==> config.mk <==
export PLATFORM = sky130hd
export DESIGN_NAME = fat_cluster_chain_sector_locator_core
export DESIGN_NICKNAME = d
export VERILOG_FILES = /design/src/fcl_pkg.sv /design/src/fcl_div.sv /design/src/fat_cluster_chain_sector_locator_core.sv
export SDC_FILE = /design/constraint.sdc
export NUM_CORES = 1
export LEC_CHECK = 0
export BUFFER_PORTS_ARGS = -buffer_cell sky130_fd_sc_hd__buf_2
export CAP_MARGIN = 20
export CORE_MARGIN = 10
export CORE_UTILIZATION = 52
export DETAILED_ROUTE_END_ITERATION = 8
export GPL_TIMING_DRIVEN = 0
export PLACE_DENSITY = 0.76
export SLEW_MARGIN = 15
export SYNTH_ARGS = -nofsm -noshare
export SYNTH_HDL_FRONTEND = slang
export SYNTH_SLANG_ARGS = --single-unit
==> constraint.sdc <==
create_clock -name clk -period 9.8 [get_ports clk]
set_input_delay 0.98 -clock clk [delete_from_list [all_inputs] [get_ports clk]]
set_output_delay 0.98 -clock clk [all_outputs]
set_load 0.01 [all_outputs]
==> src/fcl_pkg.sv <==
// fcl_pkg: shared types and constants for the cluster chain sector locator
// used by fcl_div and fat_cluster_chain_sector_locator_core
// no dependencies
package fcl_pkg;

	// serial divider sizes
	localparam int unsigned DIV_N_W   = 32;
	localparam int unsigned DIV_D_W   = 13;
	localparam int unsigned DIV_CNT_W = $clog2(DIV_N_W);

	// input word kinds
	localparam logic OP_START = 1'b0;
	localparam logic OP_ENTRY = 1'b1;

	// result word kinds
	localparam logic [1:0] KIND_REQUEST = 2'd0;
	localparam logic [1:0] KIND_FOUND   = 2'd1;
	localparam logic [1:0] KIND_FAIL    = 2'd2;

	// configuration register indexes
	localparam logic [2:0] CFG_BYTES_PER_SECTOR    = 3'd0;
	localparam logic [2:0] CFG_SECTORS_PER_CLUSTER = 3'd1;
	localparam logic [2:0] CFG_FAT_START_SECTOR    = 3'd2;
	localparam logic [2:0] CFG_DATA_START_SECTOR   = 3'd3;
	localparam logic [2:0] CFG_DATA_SECTOR_COUNT   = 3'd4;
	localparam logic [2:0] CFG_TABLE_TYPE          = 3'd5;

	localparam logic [1:0] TABLE_FAT32 = 2'd2;

	// table entry checks
	localparam logic [31:0] ENTRY_MASK  = 32'h0FFF_FFFF;
	localparam logic [31:0] CLUSTER_MIN = 32'd2;
	localparam logic [31:0] CLUSTER_MAX = 32'h0FFF_FFEF;

	typedef struct packed {
		logic busy;
		logic done;
	} div_stat_t;

endpackage

==> src/fcl_div.sv <==
// fcl_div: restoring divider, one quotient bit per cycle
// depends on fcl_pkg for widths and the status struct
module fcl_div (
	input  logic                          clk,
	input  logic                          arst_n,
	input  logic                          start,
	input  logic [fcl_pkg::DIV_N_W-1:0]   dividend,
	input  logic [fcl_pkg::DIV_D_W-1:0]   divisor,
	output logic [fcl_pkg::DIV_N_W-1:0]   quotient,
	output logic [fcl_pkg::DIV_D_W-1:0]   remainder,
	output fcl_pkg::div_stat_t            stat
);

	logic [fcl_pkg::DIV_N_W-1:0]   quo_q;
	logic [fcl_pkg::DIV_D_W-1:0]   rem_q;
	logic [fcl_pkg::DIV_D_W-1:0]   dvs_q;
	logic [fcl_pkg::DIV_CNT_W-1:0] cnt_q;
	logic                          busy_q;
	logic                          done_q;
	logic [fcl_pkg::DIV_D_W:0]     shf;
	logic [fcl_pkg::DIV_D_W:0]     diff;
	logic                          ge;
	logic                          last;

	assign shf  = {rem_q, quo_q[fcl_pkg::DIV_N_W-1]};
	assign diff = shf - {1'b0, dvs_q};
	assign ge   = (shf >= {1'b0, dvs_q});
	assign last = (cnt_q == fcl_pkg::DIV_CNT_W'(fcl_pkg::DIV_N_W - 1));

	always_ff @(posedge clk or negedge arst_n) begin
		if (!arst_n) begin
			busy_q <= 1'b0;
			done_q <= 1'b0;
			cnt_q  <= '0;
		end else begin
			done_q <= busy_q && last;
			if (start) begin
				busy_q <= 1'b1;
				cnt_q  <= '0;
			end else if (busy_q) begin
				cnt_q <= cnt_q + 1'b1;
				if (last) begin
					busy_q <= 1'b0;
				end
			end
		end
	end

	always_ff @(posedge clk) begin
		if (start) begin
			quo_q <= dividend;
			rem_q <= '0;
			dvs_q <= divisor;
		end else if (busy_q) begin
			quo_q <= {quo_q[fcl_pkg::DIV_N_W-2:0], ge};
			rem_q <= ge ? diff[fcl_pkg::DIV_D_W-1:0] : shf[fcl_pkg::DIV_D_W-1:0];
		end
	end

	assign quotient  = quo_q;
	assign remainder = rem_q;
	assign stat.busy = busy_q;
	assign stat.done = done_q;

endmodule

==> src/fat_cluster_chain_sector_locator_core.sv <==
// fat_cluster_chain_sector_locator_core: follows a FAT32 cluster chain and
// turns a start cluster and sector index into an absolute data sector
// depends on fcl_pkg and fcl_div
//
// channel  direction  handshake              payload
// s_       in         s_tvalid / s_tready    tuser op, tdata start, index, entry
// m_       out        m_tvalid / m_tready    tuser kind, tdata sector, offset
// cfg_     in         cfg_valid / cfg_ready  cfg_index, cfg_data
//
// a start runs the 32-step serial divider for its hop count and, when a
// table read is needed, again for the read position; an entry that leads to
// another read runs it once; the last entry of a chain and a word that fails
// on arrival skip it; a waiting result lets one more word in; the next result
// then holds the block until the first is taken
// reset clears control state and loads configuration defaults
module fat_cluster_chain_sector_locator_core (
	input  logic        clk,
	input  logic        arst_n,
	input  logic        s_tvalid,
	output logic        s_tready,
	input  logic [95:0] s_tdata,    // start_cluster, sector_index, table_entry
	input  logic [0:0]  s_tuser,    // op
	output logic        m_tvalid,
	input  logic        m_tready,
	output logic [47:0] m_tdata,    // sector, byte_offset, zero fill
	output logic [1:0]  m_tuser,    // kind
	input  logic        cfg_valid,
	output logic        cfg_ready,
	input  logic [2:0]  cfg_index,
	input  logic [31:0] cfg_data
);

	typedef enum logic [6:0] {
		ST_IDLE   = 7'b0000001,
		ST_HOPS   = 7'b0000010,
		ST_DECIDE = 7'b0000100,
		ST_MUL    = 7'b0001000,
		ST_FIN    = 7'b0010000,
		ST_POS    = 7'b0100000,
		ST_OUT    = 7'b1000000
	} state_t;

	state_t      state_q;
	logic        busy_q;

	logic [12:0] bps_q;
	logic [7:0]  spc_q;
	logic [31:0] fat_q;
	logic [31:0] ds_q;
	logic [31:0] cnt_q;
	logic [1:0]  tt_q;

	logic [31:0] cur_q;
	logic [31:0] hops_q;
	logic [7:0]  sic_q;
	logic [39:0] prod_q;
	logic [32:0] end_q;

	logic [1:0]  res_kind_q;
	logic [31:0] res_sector_q;
	logic [11:0] res_off_q;

	logic        m_tvalid_q;
	logic [1:0]  m_kind_q;
	logic [31:0] m_sector_q;
	logic [11:0] m_off_q;

	logic        in_acc;
	logic        in_op;
	logic [31:0] in_start;
	logic [31:0] in_idx;
	logic [31:0] in_ent;
	logic        ent_ok;
	logic        idle_fail;
	logic        idle_start;
	logic        idle_entry;
	logic        dec_fail;
	logic        dec_req;
	logic        hops_zero;
	logic        hops_done;
	logic        pos_done;
	logic        m_load;
	logic [31:0] cur_m2;
	logic [39:0] prod_w;
	logic [40:0] abs_w;
	logic        fin_fail;

	logic                          div_start;
	logic [fcl_pkg::DIV_N_W-1:0]   div_dividend;
	logic [fcl_pkg::DIV_D_W-1:0]   div_divisor;
	logic [fcl_pkg::DIV_N_W-1:0]   div_quo;
	logic [fcl_pkg::DIV_D_W-1:0]   div_rem;
	fcl_pkg::div_stat_t            div_stat;

	assign s_tready  = (state_q == ST_IDLE);
	assign cfg_ready = 1'b1;
	assign in_acc    = s_tvalid && s_tready;
	assign in_op     = s_tuser[0];
	assign in_start  = s_tdata[31:0];
	assign in_idx    = s_tdata[63:32];
	assign in_ent    = s_tdata[95:64] & fcl_pkg::ENTRY_MASK;
	assign ent_ok    = (in_ent >= fcl_pkg::CLUSTER_MIN) && (in_ent <= fcl_pkg::CLUSTER_MAX);

	assign idle_start = in_acc && (in_op == fcl_pkg::OP_START) && (spc_q != 8'd0);
	assign idle_entry = in_acc && (in_op == fcl_pkg::OP_ENTRY) && busy_q && ent_ok;
	assign idle_fail  = in_acc && (((in_op == fcl_pkg::OP_START) && (spc_q == 8'd0)) ||
	                    ((in_op == fcl_pkg::OP_ENTRY) && busy_q && !ent_ok));

	assign hops_zero = (hops_q == 32'd0);
	assign dec_req   = (state_q == ST_DECIDE) && !hops_zero &&
	                   (tt_q == fcl_pkg::TABLE_FAT32) && (bps_q != 13'd0);
	assign dec_fail  = (state_q == ST_DECIDE) &&
	                   ((hops_zero && (cur_q < fcl_pkg::CLUSTER_MIN)) ||
	                   (!hops_zero && ((tt_q != fcl_pkg::TABLE_FAT32) || (bps_q == 13'd0))));
	assign hops_done = (state_q == ST_HOPS) && div_stat.done;
	assign pos_done  = (state_q == ST_POS) && div_stat.done;

	assign div_start    = idle_start || dec_req;
	assign div_dividend = (state_q == ST_DECIDE) ? {cur_q[29:0], 2'b00} : in_idx;
	assign div_divisor  = (state_q == ST_DECIDE) ? bps_q : {5'd0, spc_q};

	assign cur_m2   = cur_q - fcl_pkg::CLUSTER_MIN;
	assign prod_w   = {8'd0, cur_m2} * {32'd0, spc_q};
	assign abs_w    = {9'd0, ds_q} + {1'b0, prod_q} + {33'd0, sic_q};
	assign fin_fail = (abs_w >= {8'd0, end_q}) || (abs_w[40:32] != 9'd0);

	assign m_load = (state_q == ST_OUT) && (!m_tvalid_q || m_tready);

	fcl_div u_div (
		.clk       (clk),
		.arst_n    (arst_n),
		.start     (div_start),
		.dividend  (div_dividend),
		.divisor   (div_divisor),
		.quotient  (div_quo),
		.remainder (div_rem),
		.stat      (div_stat)
	);

	always_ff @(posedge clk or negedge arst_n) begin
		if (!arst_n) begin
			state_q    <= ST_IDLE;
			busy_q     <= 1'b0;
			m_tvalid_q <= 1'b0;
			bps_q      <= 13'd512;
			spc_q      <= 8'd1;
			fat_q      <= '0;
			ds_q       <= '0;
			cnt_q      <= '0;
			tt_q       <= fcl_pkg::TABLE_FAT32;
		end else begin
			if (cfg_valid && cfg_ready) begin
				unique case (cfg_index)
					fcl_pkg::CFG_BYTES_PER_SECTOR:    bps_q <= cfg_data[12:0];
					fcl_pkg::CFG_SECTORS_PER_CLUSTER: spc_q <= cfg_data[7:0];
					fcl_pkg::CFG_FAT_START_SECTOR:    fat_q <= cfg_data;
					fcl_pkg::CFG_DATA_START_SECTOR:   ds_q  <= cfg_data;
					fcl_pkg::CFG_DATA_SECTOR_COUNT:   cnt_q <= cfg_data;
					fcl_pkg::CFG_TABLE_TYPE:          tt_q  <= cfg_data[1:0];
					default: ;
				endcase
			end

			if (m_load) begin
				m_tvalid_q <= 1'b1;
			end else if (m_tready) begin
				m_tvalid_q <= 1'b0;
			end

			unique case (state_q)
				ST_IDLE: begin
					if (idle_fail) begin
						busy_q  <= 1'b0;
						state_q <= ST_OUT;
					end else if (idle_start) begin
						state_q <= ST_HOPS;
					end else if (idle_entry) begin
						state_q <= ST_DECIDE;
					end
				end
				ST_HOPS: begin
					if (div_stat.done) begin
						state_q <= ST_DECIDE;
					end
				end
				ST_DECIDE: begin
					if (dec_fail) begin
						busy_q  <= 1'b0;
						state_q <= ST_OUT;
					end else if (hops_zero) begin
						state_q <= ST_MUL;
					end else begin
						state_q <= ST_POS;
					end
				end
				ST_MUL: begin
					state_q <= ST_FIN;
				end
				ST_FIN: begin
					busy_q  <= 1'b0;
					state_q <= ST_OUT;
				end
				ST_POS: begin
					if (div_stat.done) begin
						busy_q  <= 1'b1;
						state_q <= ST_OUT;
					end
				end
				ST_OUT: begin
					if (m_load) begin
						state_q <= ST_IDLE;
					end
				end
				default: begin
					state_q <= ST_IDLE;
				end
			endcase
		end
	end

	always_ff @(posedge clk) begin
		if (idle_start) begin
			cur_q <= in_start;
		end
		if (idle_entry) begin
			cur_q  <= in_ent;
			hops_q <= hops_q - 32'd1;
		end
		if (hops_done) begin
			hops_q <= div_quo;
			sic_q  <= div_rem[7:0];
		end
		if (state_q == ST_MUL) begin
			prod_q <= prod_w;
			end_q  <= {1'b0, ds_q} + {1'b0, cnt_q};
		end

		if (idle_fail || dec_fail) begin
			res_kind_q   <= fcl_pkg::KIND_FAIL;
			res_sector_q <= '0;
			res_off_q    <= '0;
		end else if (state_q == ST_FIN) begin
			res_kind_q   <= fin_fail ? fcl_pkg::KIND_FAIL : fcl_pkg::KIND_FOUND;
			res_sector_q <= fin_fail ? 32'd0 : abs_w[31:0];
			res_off_q    <= '0;
		end else if (pos_done) begin
			res_kind_q   <= fcl_pkg::KIND_REQUEST;
			res_sector_q <= fat_q + div_quo;
			res_off_q    <= div_rem[11:0];
		end

		if (m_load) begin
			m_kind_q   <= res_kind_q;
			m_sector_q <= res_sector_q;
			m_off_q    <= res_off_q;
		end
	end

	assign m_tvalid = m_tvalid_q;
	assign m_tuser  = m_kind_q;
	assign m_tdata  = {4'd0, m_off_q, m_sector_q};

`ifndef SYNTHESIS
	a_div_owner: assert property (@(posedge clk) disable iff (!arst_n)
		div_stat.busy |-> (state_q == ST_HOPS || state_q == ST_POS))
		else $error("divider running outside a division state");

	a_req_busy: assert property (@(posedge clk) disable iff (!arst_n)
		pos_done |=> busy_q)
		else $error("table request issued without chain in progress");

	a_fail_zero: assert property (@(posedge clk) disable iff (!arst_n)
		(m_tvalid && m_tuser == fcl_pkg::KIND_FAIL) |-> (m_tdata == 48'd0))
		else $error("failure word carries data");

	a_found_off: assert property (@(posedge clk) disable iff (!arst_n)
		(m_tvalid && m_tuser == fcl_pkg::KIND_FOUND) |-> (m_tdata[43:32] == 12'd0))
		else $error("found word carries a byte offset");

	a_kind_legal: assert property (@(posedge clk) disable iff (!arst_n)
		m_tvalid |-> (m_tuser == fcl_pkg::KIND_REQUEST || m_tuser == fcl_pkg::KIND_FOUND ||
		m_tuser == fcl_pkg::KIND_FAIL))
		else $error("result word with unknown kind");
`endif

endmodule
Word level (Yosys, flattened, before mapping)
Index checks and enable logic that the tools add are counted.
{"block": "op_classes", "mux": 35, "multipliers": 1, "eq_ne": 21, "addsub": 8, "n_reduce_logical": 53, "magnitude_cmp": 5, "bitwise": 1}
{"operator": "32-bit two-way mux", "n": 8}
{"operator": "28-bit two-way mux", "n": 2}
{"operator": "7-bit two-way mux", "n": 7}
{"operator": "7-bit case mux with 7 select lines", "n": 1}
{"operator": "32-bit by 40-bit adder with 41-bit output", "n": 1}
{"operator": "41-bit by 8-bit adder with 41-bit output", "n": 1}
{"operator": "41-bit by 33-bit greater-or-equal comparator with 1-bit output", "n": 1}
{"operator": "32-bit by 8-bit multiplier with 40-bit output", "n": 1}
{"operator": "32-bit by 32-bit adder with 33-bit output", "n": 1}
{"operator": "32-bit adder", "n": 1}
{"operator": "32-bit zero test", "n": 1}
{"operator": "32-bit by 2-bit < comparator with 1-bit output, second input constant", "n": 1}
{"operator": "32-bit by 1-bit subtractor with 32-bit output, second input constant", "n": 1}
{"operator": "32-bit by 2-bit subtractor with 32-bit output, second input constant", "n": 1}
{"operator": "28-bit by 2-bit greater-or-equal comparator with 1-bit output, second input constant", "n": 1}
{"operator": "28-bit less-or-equal comparator, second input constant", "n": 1}
{"operator": "1-bit logical AND", "n": 21}
{"operator": "14-bit by 13-bit greater-or-equal comparator with 1-bit output", "n": 1}
{"operator": "13-bit zero test", "n": 1}
{"operator": "13-bit two-way mux", "n": 1}
{"operator": "13-bit nonzero test", "n": 1}
{"operator": "13-bit subtractor", "n": 1}
{"operator": "2-bit AND reduction", "n": 6}
{"operator": "5-bit two-way mux", "n": 2}
{"operator": "other kinds (32)", "n": 60}
{"block": "word_totals", "input_bits": 137, "reg_bits": 430, "wordCells": 152, "out_inout_bits": 53}

Logic depth before layout (Yosys ltp)
Gate-level depths: netlist (run 1).
{"block": "logic_depth", "ltp_word": 9, "mapped_depth": 28, "depth_no_buf": 27}

Cells and area by module
Synthesis (run 1) repeated with hierarchy kept, for this count alone.
{"block": "unflattened", "hier_cells": 3242, "area_unflattened_um2": 32728.9}
{"mod": "fat_cluster_chain_sector_locator_core", "instances": 1, "seq_area_each_um2": 9824.4, "area_per_inst_um2": 29283.1, "cells_each": 2956}
{"mod": "fcl_div", "instances": 1, "seq_area_each_um2": 1786.7, "area_per_inst_um2": 3445.8, "cells_each": 286}

Worst setup path before layout (run 1)
No wires, ideal clock.
{"block": "synth_path", "path_type": "flip-flop to flip-flop", "from": "register cur_q[4]", "to": "register prod_q[39], data pin", "period_less_slack_ns": 7.040, "stages_incl_launch_ff": 23, "path_buffers": 1, "path_slack_ns": 2.760, "setup_time_ns": 0.174, "required_ns": 9.626, "arrival_time_ns": 6.866, "cell_sequence": "edfxtp_1 or4_4 or3_4 or2_4 or3_1 buf_2 nor2_1 xnor2_1 nor2b_1 fa_1 fa_1 fa_1 inv_1 fa_1 inv_1 ha_1 nand4_1 a2111oi_0 o211ai_1 a211o_1 a211o_1 and3_1 a311oi_1"}
{"block": "synth_via", "elab_chain_len": 2}
{"element": "from (decl)", "line_no": "fat_cluster_chain_sector_locator_core.sv:53", "text": "logic [31:0] cur_q;"}
{"element": "from (signal assigned)", "line_no": "fat_cluster_chain_sector_locator_core.sv:223", "text": "cur_q <= in_start;"}
{"element": "from (signal assigned)", "line_no": "fat_cluster_chain_sector_locator_core.sv:226", "text": "cur_q <= in_ent;"}
{"element": "32-bit by 2-bit subtractor with 32-bit output", "line_no": "fat_cluster_chain_sector_locator_core.sv:122", "text": "assign cur_m2 = cur_q - fcl_pkg::CLUSTER_MIN;"}
{"element": "32-bit by 8-bit multiplier with 40-bit output", "line_no": "fat_cluster_chain_sector_locator_core.sv:123", "text": "assign prod_w = {8'd0, cur_m2} * {32'd0, spc_q};"}
{"element": "named net prod_w[39]", "line_no": "fat_cluster_chain_sector_locator_core.sv:84", "text": "logic [39:0] prod_w;"}
{"element": "to (signal assigned)", "line_no": "fat_cluster_chain_sector_locator_core.sv:234", "text": "prod_q <= prod_w;"}
{"element": "to (decl)", "line_no": "fat_cluster_chain_sector_locator_core.sv:56", "text": "logic [39:0] prod_q;"}
The timed path passes the listed nets, and every way through them passes these cells.
A chain may end at the register's enable or synchronous reset.

Worst setup path after layout (run 1)
Ends and elaborated chain as after synthesis.

==> results of run 1 <==
==> metrics by stage <==
stage                     std cells  hold slack (ps)
after floorplan                3194              400
after global placement         4164              409
after detailed placement       4176              414
after CTS                      4264              283
after global routing           4268              300
final                          4269              280
==> worst max-delay path, delay by kind of cell (launching register included) <==
family	cells	cell delay, ps
buffers and inverters	3	270
DFF	1	530
xor gates and xnor gates	1	440
and+or+nand+nor	8	2230
AOI/OAI and AO/OA	5	1830
adders and majority gates	5	2460
==> state kept, by name (all words and copies together), names as in the netlist, 7 cells and up <==
register / count
end_q: 33
fat_q: 32
u_div.dvs_q: 13
res_off_q: 12
m_sector_q: 32
m_off_q: 12
res_sector_q: 32
u_div.remainder: 13
bps_q: 13
cur_q: 32
prod_q: 40
state_q: 7
u_div.quotient: 32
sic_q: 8
hops_q: 32
cnt_q: 32
ds_q: 32
spc_q: 8
==> cell usage in the layout (no fill, tap or decap), types with 26 or more instances in the layout <==
cell type	n
inv_1	294
nand2_1	276
edfxtp_1	232
ha_1	230
fa_1	192
buf_2	185
nor2b_1	178
nor2_1	173
a21oi_1	160
o21ai_0	158
mux2_2	146
dfrtp_1	131
xnor2_1	115
clkbuf_1	94
dfxtp_1	63
nand2b_1	59
a21o_1	59
nor3_1	58
nand4_1	54
xor2_1	51
clkbuf_16	50
and2_1	49
a31oi_1	43
nand3_1	40
a211oi_1	31
nor4_1	30
or3_1	26
==> power breakdown <==
| group | switching, mW | internal, mW |
|---|---|---|
| registers | 0.453 | 2.61 |
| logic | 4.81 | 3.43 |
| clock network | 0.769 | 1.01 |
| total | 6.03 | 7.05 |
==> layer usage <==
layer  track usage (%)  vias up
met5                 0        -
met2              40.8     1069
met1              34.5    12149
met4              9.76        0
li1                  -    11617
met3              4.32      163
==> path summary, 6_finish.rpt <==
path	endpoint	slack (ps)	depth (start not counted)
hold / removal	fat_q[30]	280	1
setup reg to reg	prod_q[39]	1840	22
min in group clk	m_off_q[9]	420	0
max in group asynchronous	ds_q[15]	8720	2
setup / recovery	prod_q[39]	1840	22
hold reg to reg	m_off_q[9]	420	0
==> synth_stat cells, types with 6 or more instances <==
cell type  count  area, um2
a2111oi_0      6       52.6
a211oi_1      31        233
a21boi_0       9       67.6
a21o_1        59        443
a21oi_1      160        801
a22oi_1        6       45.0
a31oi_1       43        269
and2_1        49        307
and3_1        18        113
buf_4          6       45.0
clkbuf_1      84        315
dfrtp_1      131       3280
dfxtp_1       63       1260
edfxtp_1     232       6970
fa_1         192       3840
ha_1         230       2880
inv_1        294       1100
mux2_2       146       1640
mux2i_1       13        130
nand2_1      277       1040
nand2b_1      60        375
nand3_1       40        200
nand3b_1       7       52.6
nand4_1       54        338
nor2_1       173        649
nor2b_1      179       1120
nor3_1        58        290
nor3b_1        8       60.1
nor4_1        30        188
o211ai_1      16        120
o21a_1        23        173
o21ai_0      158        791
o21bai_1      23        173
o31ai_1       10       75.1
or3_1         26        163
or4_1         11       82.6
xnor2_1      115       1010
xor2_1        51        447
==> final cells by class <==
type | instances | area, um2 | share of cell area, %
Multi-Input combinational cell | 2371 | 19000 | 53.2
Sequential cell | 430 | 11600 | 32.5
Clock buffer | 62 | 1320 | 3.68
Inverter | 295 | 1110 | 3.10
Timing Repair Buffer | 193 | 1070 | 3.00
Tap cell | 790 | 988 | 2.76
Buffer | 98 | 404 | 1.13
Clock inverter | 26 | 230 | 0.644
Antenna cell | 4 | 10.0 | 0.0280
==> logic make-up (layout without fill, tap and decap cells) <==
logic type | Yosys count | in the layout | synth area share [%]
and+or+nand+nor | 1021 | 1021 | 16.5
AOI/OAI and AO/OA | 596 | 596 | 11.5
DFF | 430 | 430 | 36.2
adders and majority gates | 422 | 422 | 20.9
buffers and inverters | 393 | 674 | 4.71
xor gates and xnor gates | 168 | 168 | 4.63
muxes | 159 | 159 | 5.53
other | 2 | 9 | 0.0234
==> impl_results.md, run 1 <==
- Most frequent CP cell: fa_1
- Worst Setup End Kind: register
- Setup Buffers After CTS: 0
- Yosys cell types: between 80 and 90
- Req. time, crit path: 10,210 ps
- PortBufs: 180
- Synthesis-stage register bit count: 430
- Fin crit share: a little over 80%
- Vias in the first global route: 24,390
- Area after DPL: 34,200 um2
- Largest net degree at the start of global routing: 89
- Overall die width: 268 um
- First-pass GRT wire length: about 140,000 um
- Die Span Y: around 270 um
- Metal3 WL: 8020 um
- Met2 Wirelength: 42,400 um
- GPL Wtd Cong: a little over 1
- Number of instances resized during post-cts repair: 0
- H-Tree Level Count: 2
- CTS root buf: clkbuf_16
- Die area: 72,100 um2
- Max-Cap Viols: 0
- Max IR drop VDD: 0.305 mV
- Hold WC Path Type: in2async
- Final Max Tran Viols: 0
- Starting Density: 52.3%
- Initial antenna violation count: 4
- Design Power: 13.1 mW
- Final core occ: 58.3%
- Min Tclk post-route: a little under 8000 ps
- RR Startpoint: cur_q[4]
- CP Data Arrival Time: 8370 ps
- Vias: 24,998
- F_max: approximately 130 MHz
- Slowest cell on the critical path: a2111oi_0
- Post-synthesis instance total: 3,191
- WL final: 93,200 um
- Top-Level Pins: 190
- Post-route cell area: 35,800 um2
- Crit-path max cell delay: approximately 680 ps
- Pre-CTS setup slack: 1950 ps
- Clock tree sinks: 430
- Startpoint Class: register
- Post-Syn Area: 32,100 um2
- WL met1: 39,100 um
- Clock slew at reported path FFs: 60 ps
- Final Setup Violations: 0
- Core ar.: 61,400 um2
- Gr usage total: roughly 26%
- Crit path launch: cur_q[4]
- Fin worst setup slack: 1840 ps
- Sum of negative setup slack: 0 ps
- Hold buffer count at CTS: 0
- Worst Path Class, Setup: reg2reg
- CTS Buf Count: 47
- Longest Clk Path Bufs: 3
- Status: completed
- Iter 0 DRT Violations: 2,226
- Post-synth ARST share: 31.4%
- Mean Syn Cell Area: between 10 and 15 um2
- Final nets: around 4,000
- P_leak: 15.4 nW
- Setup Skew: about 21 ps
- Least-Margin Pin Slew: 1100 ps
- Fillcell total: 5,148
- Seq/Total Area, Yosys: roughly 36%
- Via density: about 6
- Crit path max fanout: 8
- Floorplan row count: 91
- ANT nets after route: 0
- CP Cell Sequence: or4_4, or3_4, or2_4, or3_1, buf_2, nor2_1, xnor2_1, nor2b_1, fa_1, fa_1, fa_1, inv_1, fa_1, inv_1, ha_1, nand4_1, a2111oi_0, o211ai_1, a211o_1, a211o_1, and3_1, a311oi_1
- Grt total ovfl: 0
- Final-report hold violation count: 0
- Avg WL per Cell: between 20 and 25 um
- Prevailing post-synth register cell: edfxtp_1
- Worst-skew pair later-pin latency: 600 ps
- Pwr dens: 366 nW/um2
- Top Layer Used: met4
- Layout cells sized above 1: 13.2%
- CTS tree: done
- Post-synth EDFFs: ~230
- Syn-to-layout area delta: 11.4%
- DRC: 0
- DRT Pass-1 Iters: 5
- Yosys warns: 0
- Dpl hpwl: 75,400 um
- Relative slew slack: between 20% and 30%
- RSZ-0062 raised after global routing: no
No activity file was read; power rests on OpenSTA's default activity.
==> run 2: changes to the inputs <==
Settings changed: ABC_AREA from default to 1.
Clock period 9.8 ns to 7.42 ns, I/O delays scaled along.
==> impl_results.md, run 2 <==
- F_max: 142 MHz
- Reg2reg setup slack: between 300 and 400 ps
- Worst r2r dst: prod_q[37]
- Grt total ovfl: 0
- Post-Synth XOR/XNOR Area: 3.90%
- Worst Setup End Kind: register
- Sum of negative setup slack: 0 ps
- Yosys top cell by area: edfxtp_1
- Pwr dens: 438 nW/um2
- Most frequent cells after synthesis: nand2_1 (830), inv_1 (621), nor2_1 (500)
- Yosys top cell area share: 20.8%
- Setup Skew: 43.5 ps
- Syn-to-layout area delta: 11.2%
- CTS Buf Count: 47
- Yosys warns: 0
- Layout cells sized above 1: 7.74%
- Commonest non-fill, non-tap cell in the layout: nand2_1
- CTS root buf: clkbuf_16
- Post-synthesis adder-cell area fraction: between 20% and 30%
- First-pass GRT wire length: 166,000 um
- Longest Clk Path Bufs: 3
- Post-synthesis instance total: around 4,100
- Overall die width: 274 um
- Fillcell total: 5,807
- Design Power: 16.3 mW
- Largest family of logic cells by synthesized area: simple AND/OR/NAND/NOR gates
- Most frequent cells in the layout: nand2_1 (829), inv_1 (619), nor2_1 (499), o21ai_0 (345), a21oi_1 (244)
- ANT nets after route: 0
- PortBufs: 180
- Final Max Tran Viols: 0
- Worst-skew pair later-pin latency: ~600 ps
- WL final: 110,000 um
- Reg2Reg Depth: 26
- Largest net degree at the start of global routing: between 100 and 150
- RSZ-0062 raised after global routing: no
- Mean Syn Cell Area: 8.07 um2
- Yosys cell types: 56
- Least-Margin Pin Slew: 1150 ps
- GPL Wtd Cong: around 0.99
- Crit path max fanout: 8
- Startpoint Class: register
- Max IR drop VDD: ~0.29 mV
- Starting Density: 52.8%
- CTS tree: done
- Post-synth ARST share: 31.4%
- Via density: 5.66
- Iter 0 DRT Violations: around 3,400
- CP Data Arrival Time: 7390 ps
- Top-Level Pins: 190
- DRC: 0
- Setup Buffers After CTS: 0
- Fin crit share: 95.1%
- Dpl hpwl: about 91,000 um
- Clock slew at reported path FFs: 60 ps
- Area share of and/or/nand/nor cells after synthesis: between 20% and 30%
- Die Span Y: 274 um
- Core ar.: 63,300 um2
- Floorplan row count: 92
- Final-report hold violation count: 0
- Hold Crit Endpoint: m_tvalid
- Gr usage total: 28.8%
- Relative slew slack: 22.9%
- Post-Syn Area: 33,400 um2
- Initial antenna violation count: 2
- Post-synth EDFFs: 232
- Max-Cap Viols: 0
- Worst Hold Launch: m_tready
- Synthesis-stage register bit count: 430
- Vias: 29,778
- Req. time, crit path: roughly 7800 ps
- Worst Path Class, Setup: reg2reg
- Most flops, register: prod_q
- Prevailing post-synth register cell: edfxtp_1
- Synth Area in Compound Gates: 11.8%
- Vias in the first global route: 28,324
- DRT Pass-1 Iters: 7
- Die area: 74,800 um2
- Multiplexer share of the synthesized area: less than 1%
- Min Tclk post-route: 7060 ps
- Final Setup Violations: 0
- Status: completed
- Biggest registers after layout: prod_q (40), end_q (33)
- Avg WL per Cell: 20.9 um
- Hold WC Path Type: in2reg
- Hold Path Depth: 2
- Final nets: a little under 5,000
- Synth area leaders: edfxtp_1 (21%), fa_1 (11%), dfrtp_1 (9.8%), nand2_1 (9.3%), ha_1 (8.6%)
- Seq/Total Area, Yosys: 34.7%
- Clock tree sinks: between 400 and 500
- Most common cell in the netlist: nand2_1
- RR Startpoint: cur_q[1]
- H-Tree Level Count: 2
- P_leak: 17.7 nW
- Max reg flops: 40
## run 2: how the worst max path moves through the flow
| stage | depth (start not counted) | slack (ps) | from | to |
|---|---|---|---|---|
| after floorplan | 28 | 1510 | cur_q[1] | prod_q[37] |
| after global placement | 28 | 220 | cur_q[1] | prod_q[37] |
| after detailed placement | 28 | 140 | cur_q[1] | prod_q[37] |
| after CTS | 28 | 100 | cur_q[1] | prod_q[37] |
| after global routing | 26 | 10 | cur_q[1] | prod_q[37] |
| final | 26 | 360 | cur_q[1] | prod_q[37] |
## run 2: layout make-up
type / instances / area, um2 / area share (%)
Antenna cell: 1 / 2.50 / 0.00673
Buffer: 105 / 429 / 1.15
Clock buffer: 66 / 1320 / 3.55
Clock inverter: 22 / 284 / 0.764
Inverter: 633 / 2380 / 6.40
Multi-Input combinational cell: 2975 / 19100 / 51.3
Sequential cell: 430 / 11600 / 31.2
Tap cell: 846 / 1060 / 2.85
Timing Repair Buffer: 186 / 1020 / 2.75
## run 2: cells by family (layout without fill, tap and decap cells)
| family | after synthesis | after routing |
|---|---|---|
| fa+ha+maj | 422 | 422 |
| other cells | 2 | 6 |
| compound gates | 728 | 728 |
| simple gates | 1659 | 1659 |
| xor+xnor | 148 | 148 |
| buf+inv | 738 | 1012 |
| flops | 430 | 430 |
| mux | 13 | 13 |
## run 2: stage by stage
step | utilization [%] | cell area [um2] | setup slack (ps) | hold WS (ps) | std cells
after floorplan | - | 33400 | 1510 | 403 | 4143
after global placement | 55.9 | 35400 | 218 | 412 | 5169
after detailed placement | 56.1 | 35500 | 145 | 410 | 5174
after CTS | 58.7 | 37100 | 96.5 | 327 | 5263
after global routing | 58.7 | 37200 | 14.9 | 328 | 5263
final | 58.7 | 37200 | 363 | 352 | 5264
## run 2: routing by layer
layer / share of wire (%) / global-route usage (%) / routed length [um] / vias up
met2: 44 / 44.0 / 48300 / 1440
li1: - / - / - / 14031
met3: 9.4 / 4.93 / 10400 / 222
met5: 0.013 / 0 / 14 / -
met4: 4.1 / 10.9 / 4480 / 2
met1: 43 / 40.4 / 46700 / 14083
## run 2: power by group
| group | switching [mW] | internal [mW] |
|---|---|---|
| registers | 0.553 | 3.37 |
| clock network | 1.04 | 1.40 |
| logic | 6.36 | 3.56 |
| total | 7.95 | 8.34 |
## run 2: critical path, cell delays in order, from the launching register on
cell and delay (ps):
edfxtp_1 570, clkinv_2 170, ha_1 190, nand2_1 120, nor2_1 300, nand2_1 120
inv_1 110, nand3_1 110, nor2_1 130, xor2_1 820, nor2_1 140, fa_1 570
fa_1 440, fa_1 540, inv_1 50, fa_1 540, inv_1 40, ha_1 370
a21o_1 200, a31oi_1 180, o21ai_0 170, a21oi_1 160, o21ai_0 220, a21o_1 250
nand2_1 60, nand2_1 60, xor2_1 150
## run 2: what timing repair did
item	in CTS	in global routing
hold endpoints to repair	29	0
hold buffers	1	0
setup endpoints to repair	0	5
resized for setup	0	5
